`src/mef_pkg.sv`:
```
`timescale 1ns / 1ps
// Shared types and constants for the MIDI event overwrite queue.
// Used by the cell, the cell chain and the top level; depends on nothing.
package mef_pkg;

   // Queue geometry.
   localparam int QUEUE_DEPTH = 16;
   localparam int COUNT_WIDTH = $clog2(QUEUE_DEPTH + 1);
   localparam int INDEX_WIDTH = $clog2(QUEUE_DEPTH);
   localparam int WORD_WIDTH  = 24;

   // Request operation codes.
   localparam logic OP_MESSAGE = 1'b0;
   localparam logic OP_POLL    = 1'b1;

   // Request payload: operation in the top bit, message word below it.
   typedef struct packed {
      logic                  operation;
      logic [WORD_WIDTH-1:0] message_word;
   } req_payload_type;

   // Result payload of one poll.
   typedef struct packed {
      logic       ready_res;
      logic [3:0] message_kind;
      logic [3:0] channel;
      logic [7:0] data_first;
      logic [7:0] data_second;
   } rsp_payload_type;

   // Control for one storage cell.
   typedef struct packed {
      logic shift;
      logic load;
   } cell_ctrl_type;

   // Control for the whole row of cells.
   typedef struct packed {
      logic                   shift;
      logic [QUEUE_DEPTH-1:0] load;
   } chain_ctrl_type;

endpackage

```
`src/midi_event_overwrite_fifo.sv`:
```
`timescale 1ns / 1ps
// Top level of the MIDI event queue with overwrite on full.
// Depends on mef_pkg and instantiates mef_cell_chain.
//
// Usage:
//   The req channel carries a request that is either an arriving MIDI short
//   message or a poll. Messages are queued in a row of 16 cells, oldest in
//   cell zero; when the row is full the oldest message is discarded.
//   A poll produces one result on the rsp channel: the oldest message split
//   into kind, channel and data bytes with ready_res set, or all zeros when
//   the queue is empty or input is disabled. A message produces no result.
//   Throughput is one request per cycle while no poll waits: a request only
//   shifts or loads the cells and steps the fill counter. A poll's result is
//   presented in the cycle after it is accepted, from an output register.
//   When the receiver stalls, the held result stays put; messages are still
//   accepted, but a poll waits until the output register is free.
//   The csr port writes input_enabled; writing one empties the queue.
//   Reset is synchronous: input is disabled, the queue is empty and no
//   result is pending.
module midi_event_overwrite_fifo (
   input  logic                     clock,
   input  logic                     reset,
   input  logic                     req_valid,
   output logic                     req_stall,
   input  mef_pkg::req_payload_type req_payload,
   output logic                     rsp_valid,
   input  logic                     rsp_stall,
   output mef_pkg::rsp_payload_type rsp_payload,
   input  logic                     csr_write_enable,
   input  logic                     csr_write_data
);
   import mef_pkg::*;

   logic                   enabled_ff;
   logic                   enabled_in;
   logic [COUNT_WIDTH-1:0] count_ff;
   logic [COUNT_WIDTH-1:0] count_in;
   logic                   rsp_valid_ff;
   logic                   rsp_valid_in;
   rsp_payload_type        rsp_payload_ff;
   rsp_payload_type        rsp_payload_in;

   logic                   out_free;
   logic                   is_poll;
   logic                   req_accept;
   logic                   push;
   logic                   pop;
   logic                   full;
   chain_ctrl_type         chain_ctrl;
   logic [WORD_WIDTH-1:0]  head_word;

   // A poll needs the output register; messages never wait.
   assign out_free   = !rsp_valid_ff || !rsp_stall;
   assign is_poll    = (req_payload.operation == OP_POLL);
   assign req_stall  = req_valid && is_poll && !out_free;
   assign req_accept = req_valid && !req_stall;

   // Decode the accepted request into a push or a pop of the queue.
   assign full = (count_ff == COUNT_WIDTH'(QUEUE_DEPTH));
   assign push = req_accept && !is_poll && enabled_ff
                 && (req_payload.message_word[7:0] != 8'd0);
   assign pop  = req_accept && is_poll && enabled_ff && (count_ff != '0);

   // Cell control: shift on pop or on push into a full row; load at the tail.
   always_comb begin
      chain_ctrl.shift = pop || (push && full);
      chain_ctrl.load  = '0;
      if (push) begin
         if (full) begin
            chain_ctrl.load[QUEUE_DEPTH-1] = 1'b1;
         end else begin
            chain_ctrl.load[count_ff[INDEX_WIDTH-1:0]] = 1'b1;
         end
      end
   end

   mef_cell_chain u_chain (
      .clock     (clock),
      .ctrl      (chain_ctrl),
      .push_word (req_payload.message_word),
      .head_word (head_word)
   );

   // Enable register and fill counter.
   always_comb begin
      enabled_in = enabled_ff;
      count_in   = count_ff;
      if (csr_write_enable) begin
         enabled_in = csr_write_data;
         if (csr_write_data) begin
            count_in = '0;
         end
      end else if (push && !full) begin
         count_in = count_ff + COUNT_WIDTH'(1);
      end else if (pop) begin
         count_in = count_ff - COUNT_WIDTH'(1);
      end
   end

   // Output register for poll results.
   always_comb begin
      rsp_valid_in   = rsp_valid_ff && rsp_stall;
      rsp_payload_in = rsp_payload_ff;
      if (req_accept && is_poll) begin
         rsp_valid_in = 1'b1;
         if (pop) begin
            rsp_payload_in.ready_res    = 1'b1;
            rsp_payload_in.message_kind = head_word[7:4];
            rsp_payload_in.channel      = head_word[3:0];
            rsp_payload_in.data_first   = head_word[15:8];
            rsp_payload_in.data_second  = head_word[23:16];
         end else begin
            rsp_payload_in = '0;
         end
      end
   end

   always_ff @(posedge clock) begin
      if (reset) begin
         enabled_ff   <= 1'b0;
         count_ff     <= '0;
         rsp_valid_ff <= 1'b0;
      end else begin
         enabled_ff   <= enabled_in;
         count_ff     <= count_in;
         rsp_valid_ff <= rsp_valid_in;
      end
   end

   always_ff @(posedge clock) begin
      rsp_payload_ff <= rsp_payload_in;
   end

   assign rsp_valid   = rsp_valid_ff;
   assign rsp_payload = rsp_payload_ff;

   // The fill counter never passes the number of cells.
   a_count_range : assert property (@(posedge clock) disable iff (reset)
      count_ff <= COUNT_WIDTH'(QUEUE_DEPTH))
      else $error("fill count above queue depth");

   // Every accepted poll leaves a result in the output register.
   a_poll_result : assert property (@(posedge clock) disable iff (reset)
      (req_accept && is_poll) |=> rsp_valid_ff)
      else $error("poll accepted without a result");

   // A successful pop lowers the fill count by one.
   a_pop_count : assert property (@(posedge clock) disable iff (reset)
      (pop && !csr_write_enable) |=> (count_ff == $past(count_ff) - COUNT_WIDTH'(1)))
      else $error("pop did not decrement the fill count");

   // A push into a full queue keeps it full.
   a_full_push : assert property (@(posedge clock) disable iff (reset)
      (push && full && !csr_write_enable) |=> full)
      else $error("overwrite push changed the fill count");

   // A result with ready set only follows a poll of a non-empty queue.
   a_ready_source : assert property (@(posedge clock) disable iff (reset)
      (req_accept && is_poll && !pop) |=> !rsp_payload_ff.ready_res)
      else $error("ready result from an empty or disabled queue");

endmodule

```
`src/mef_cell.sv`:
```
`timescale 1ns / 1ps
// One storage cell of the queue row: holds one message word.
// Depends on mef_pkg for the word width and the cell control struct.
module mef_cell (
   input  logic                           clock,
   input  mef_pkg::cell_ctrl_type         ctrl,
   input  logic [mef_pkg::WORD_WIDTH-1:0] push_word,
   input  logic [mef_pkg::WORD_WIDTH-1:0] neighbor_word,
   output logic [mef_pkg::WORD_WIDTH-1:0] word
);
   import mef_pkg::*;

   logic [WORD_WIDTH-1:0] word_ff;
   logic [WORD_WIDTH-1:0] word_in;

   // A load takes the new word; a shift takes the word of the younger neighbor.
   always_comb begin
      word_in = word_ff;
      if (ctrl.load) begin
         word_in = push_word;
      end else if (ctrl.shift) begin
         word_in = neighbor_word;
      end
   end

   always_ff @(posedge clock) begin
      word_ff <= word_in;
   end

   assign word = word_ff;

endmodule

```
`src/mef_cell_chain.sv`:
```
`timescale 1ns / 1ps
// Row of storage cells; cell zero holds the oldest message.
// Depends on mef_pkg and instantiates mef_cell once per queue entry.
module mef_cell_chain (
   input  logic                           clock,
   input  mef_pkg::chain_ctrl_type        ctrl,
   input  logic [mef_pkg::WORD_WIDTH-1:0] push_word,
   output logic [mef_pkg::WORD_WIDTH-1:0] head_word
);
   import mef_pkg::*;

   logic [WORD_WIDTH-1:0] cell_word [QUEUE_DEPTH];
   logic [WORD_WIDTH-1:0] next_word [QUEUE_DEPTH];

   genvar i;
   generate
      for (i = 0; i < QUEUE_DEPTH; i++) begin : g_cell
         cell_ctrl_type cell_ctrl;

         // Each cell shifts toward the head; the last cell has no younger neighbor.
         if (i == QUEUE_DEPTH - 1) begin : g_last
            assign next_word[i] = '0;
         end else begin : g_inner
            assign next_word[i] = cell_word[i+1];
         end

         assign cell_ctrl.shift = ctrl.shift;
         assign cell_ctrl.load  = ctrl.load[i];

         mef_cell u_cell (
            .clock         (clock),
            .ctrl          (cell_ctrl),
            .push_word     (push_word),
            .neighbor_word (next_word[i]),
            .word          (cell_word[i])
         );
      end
   endgenerate

   assign head_word = cell_word[0];

endmodule
```
`config.mk`:
```
export PLATFORM = sky130hd
export DESIGN_NAME = midi_event_overwrite_fifo
export DESIGN_NICKNAME = d
export VERILOG_FILES = /design/src/mef_pkg.sv /design/src/midi_event_overwrite_fifo.sv /design/src/mef_cell.sv /design/src/mef_cell_chain.sv
export SDC_FILE = /design/constraint.sdc
export NUM_CORES = 1
export LEC_CHECK = 0
export BUFFER_PORTS_ARGS = -buffer_cell sky130_fd_sc_hd__buf_4
export CORE_ASPECT_RATIO = 0.9
export CORE_MARGIN = 2
export CORE_UTILIZATION = 55
export DETAILED_ROUTE_END_ITERATION = 8
export PLACE_DENSITY = 0.79
export SLEW_MARGIN = 0
export SYNTH_ARGS = -nofsm -noshare
export SYNTH_HDL_FRONTEND = slang
export SYNTH_SLANG_ARGS = --single-unit
```
`constraint.sdc`:
```
create_clock -name clock -period 10.5 [get_ports clock]
set_input_delay 2.1 -clock clock [delete_from_list [all_inputs] [get_ports clock]]
set_output_delay 2.1 -clock clock [all_outputs]
set_load 0.01 [all_outputs]
```
==> results.sh <==
export IMPL_start_util_pct=55.9
export IMPL_numPortBuffers=57
export IMPL_die_area_sq_mm=0.0339
export IMPL_maxSlewViolCount=0
export IMPL_netlist_area_sq_mm=0.0178
export IMPL_period_share_pct=53.0
export IMPL_std_cell_rows=62
export IMPL_cts_max_level=2
export IMPL_holdWs_ns=0.513
export IMPL_die_h_um=175
export IMPL_drt_iter0_drc=531
export IMPL_clock_root_buffer="clkbuf_16"
export IMPL_hold_viol=0
export IMPL_clock_skew_ns=0.0145
export IMPL_worst_slack_ns=4.93
export IMPL_p_int_uw=2700
export IMPL_synth_top_family_by_area="multiplexers"
export IMPL_worstPathArrival_ns=5.71
export IMPL_fin_crit_ns=5.57
export IMPL_setup_tns_ns=0
export IMPL_cts_resized_gates=0
export IMPL_peakVddDrop_mv=0.164
export IMPL_post_dp_hpwl_um=18000
export IMPL_die_w_um=194
export IMPL_ys_seq_area_share_pct=69.7
export IMPL_overflow=0
export IMPL_route_detailed_drc=0
export IMPL_max_cap_violations=0
export IMPL_critPathTopFamily="simple AND/OR/NAND/NOR gates"
export IMPL_cts_tree="yes"
export IMPL_post_synth_fa_ha_maj_area_fraction_pct=0.393
export IMPL_min_from="u_chain.g_cell[0].u_cell.word[14]$_DFFE_PP_"
export IMPL_r2r_setup_slack_ns=6.43
export IMPL_synthTopCellsByArea="edfxtp_1 69%, mux2_2 22%, and2_1 1.7%, mux2_1 1.0%, buf_4 0.80%"
export IMPL_synth_simple_gate_area_share_pct=3.57
export IMPL_syn_to_final_growth_pct=12.0
export IMPL_min_to="rsp_payload[14]$_SDFFCE_PN0P_"
export IMPL_combPwrFrac_pct=1.8
export IMPL_max_slew_margin_pct=22.3
export IMPL_cp_max_fo=25
export IMPL_cts_sinks=416
export IMPL_path_cells="buf_4, nor4_1, a211oi_2, nand3_1, nor3_4, nand2b_1"
export IMPL_drt_wl_total_um=29200
export IMPL_cts_setup_buffers=0
export IMPL_antenna_found_initial=0
export IMPL_p_sw_uw=624
export IMPL_hold_path_class="reg2reg"
export IMPL_io_pins=58
export IMPL_status="finished clean"
export IMPL_grt_max_degree=31
export IMPL_yosysMostFrequentCell="edfxtp_1"
export IMPL_avgRoutedWirePerCell_um=19.8
export IMPL_synth_top_area_cell="edfxtp_1"
export IMPL_critPathMaxStageDelay_ns=0.96
export IMPL_p_leak_uw=0.00682
export IMPL_worst_pin_slew_ns=1.16
export IMPL_yosysTopAreaCellShare_pct=68.9
export IMPL_clkPwrFrac_pct=43.7
export IMPL_r2r_end="u_chain.g_cell[3].u_cell.word[21]$_DFFE_PP_"
export IMPL_cp_required_ns=10.64
export IMPL_synth_edf_count=409
export IMPL_grt_use_total_pct=17.5
export IMPL_grt_first_pass_wirelength_um=46500
export IMPL_final_layout_size_suffix_gt1_share_pct=48.7
export IMPL_cts_inserted_buffers=42
export IMPL_rsz0062_at_grt="false"
export IMPL_setup_violations=0
export IMPL_vias=8354
export IMPL_clock_latency_ns=0.53
export IMPL_synthFlopType="edfxtp_1"
export IMPL_num_antenna_cells=0
export IMPL_clockBufferDepth=3
export IMPL_crit_start="req_payload[7]"
export IMPL_nets=1066
export IMPL_cp_start_kind="input port"
export IMPL_holdPathStages=1
export IMPL_path_buf_inv=1
export IMPL_syn_mean_instance_area_sq_um=18.2
export IMPL_first_global_vias=8495
export IMPL_path_class="in2reg"
export IMPL_switching_share_pct=18.8
export IMPL_seqPwrFrac_pct=54.5
export IMPL_cts_hold_buf=0
export IMPL_design_core_area_sq_mm=0.0319
export IMPL_critPathSlowestCell="nor3_4"
export IMPL_pwr_density_cell_mw_per_mm2=166
export IMPL_synthMuxAreaShare_pct=22.9
export IMPL_clock_fmax_mhz=180
export IMPL_via_per_inst=5.66
export IMPL_dpl_worst_slack_ns=4.39
export IMPL_ant_nets=0
export IMPL_setup_worst_path_end_class="register"
export IMPL_synth_cell_types=39
export IMPL_synth_xor_area_share_pct=0.0983
export IMPL_synth_compound_area_share_pct=1.22
export IMPL_gp_congestion=0.727
export IMPL_ff2ff_path_depth=5
export IMPL_ys_async_sr_fraction_pct=0
export IMPL_first_pass_iters=4
export IMPL_ys_ff_latch=416
export IMPL_syn_nets=1014
export IMPL_syn_inst=978
export IMPL_path_clk_slew_ns=0.06
export IMPL_r2r_start="enabled_ff$_SDFFE_PP0P_"
export IMPL_yosys_top_cells_count="409 x edfxtp_1, 345 x mux2_2, 49 x and2_1"
export IMPL_synth_warnings=0
==> worst max path at each step <==
stage	cells after the start	to
after floorplan	5	u_chain.g_cell[14].u_cell.word[0]$_DFFE_PP_
after global placement	6	u_chain.g_cell[3].u_cell.word[6]$_DFFE_PP_
after detailed placement	6	u_chain.g_cell[3].u_cell.word[5]$_DFFE_PP_
after CTS	6	u_chain.g_cell[3].u_cell.word[21]$_DFFE_PP_
after global routing	6	u_chain.g_cell[3].u_cell.word[21]$_DFFE_PP_
final	6	u_chain.g_cell[3].u_cell.word[21]$_DFFE_PP_
==> final cells by class <==
cell class | count | area (sq um)
multi-input cells | 495 | 5110
clock buffers | 51 | 1110
fillers | 2172 | 11900
flip-flops and latches | 416 | 12400
repair buffers | 75 | 563
well taps | 416 | 520
clock inverters | 22 | 235
==> registers in the layout, summed over array words and instances, names as in the netlist <==
register and flops:
u_chain.g_cell.u_cell.word 384, rsp_valid 1, rsp_payload 25, count_ff 5
enabled_ff 1
==> kinds of logic (layout without fill, tap and decap cells) <==
kind of cell	Yosys count	after routing
flip-flops	416	416
multiplexers	363	363
XOR/XNOR	2	2
adder cells (fa/ha/maj)	5	5
buffers and inverters	67	148
AND/OR/NAND/NOR	97	97
AO/OA/AOI/OAI	28	28
==> layout by cell type (no fill, tap or decap), types with 2 or more instances in the layout <==
cell and count:
clkinv_2 6, nor2_2 9, nor2_4 2, o21ai_4 3
nor4_1 2, clkinv_1 8, a21oi_1 4, nor2_1 5
a22o_2 3, mux2_1 16, bufinv_16 5, mux2i_1 2
and2_1 49, nand2b_1 8, xor2_1 2, dfxtp_1 7
nand3_1 4, clkbuf_16 43, ha_1 4, nand2_1 8
nand3b_4 2, clkbuf_1 8, nor3_4 3, inv_6 2
mux2_2 345, edfxtp_1 409, buf_4 75, o21ai_2 9
==> power by group through the flow <==
stage / clock network [uW] / logic (uW) / registers, uW
after floorplan: 0 / 25.3 / 1850
after global placement: 0 / 57.2 / 1840
after detailed placement: 0 / 59.0 / 1840
after CTS: 1480 / 59.7 / 1810
after global routing: 1540 / 64.6 / 1810
final: 1450 / 59.3 / 1810
==> through the flow <==
stage	instances	area, sq um	power (uW)	util [%]
2_1_floorplan	978	17800	1870	-
3_3_place_gp	1402	18600	1900	58.4
3_5_place_dp	1402	18600	1900	58.4
4_1_cts	1475	20000	3350	62.6
5_1_grt	1475	20000	3410	62.6
6_report	1475	20000	3320	62.6
==> metal layers <==
layer | wire length [um] | part of all wire [%] | GRT usage (%) | vias up
met4 | 855 | 2.9 | 6.14 | 0
met1 | 12900 | 44 | 23.4 | 4253
met2 | 14000 | 48 | 29.0 | 189
met5 | 0 | 0 | 0 | -
met3 | 1420 | 4.9 | 3.13 | 45
li1 | - | - | - | 3867
(Power assumes the default switching activity.)
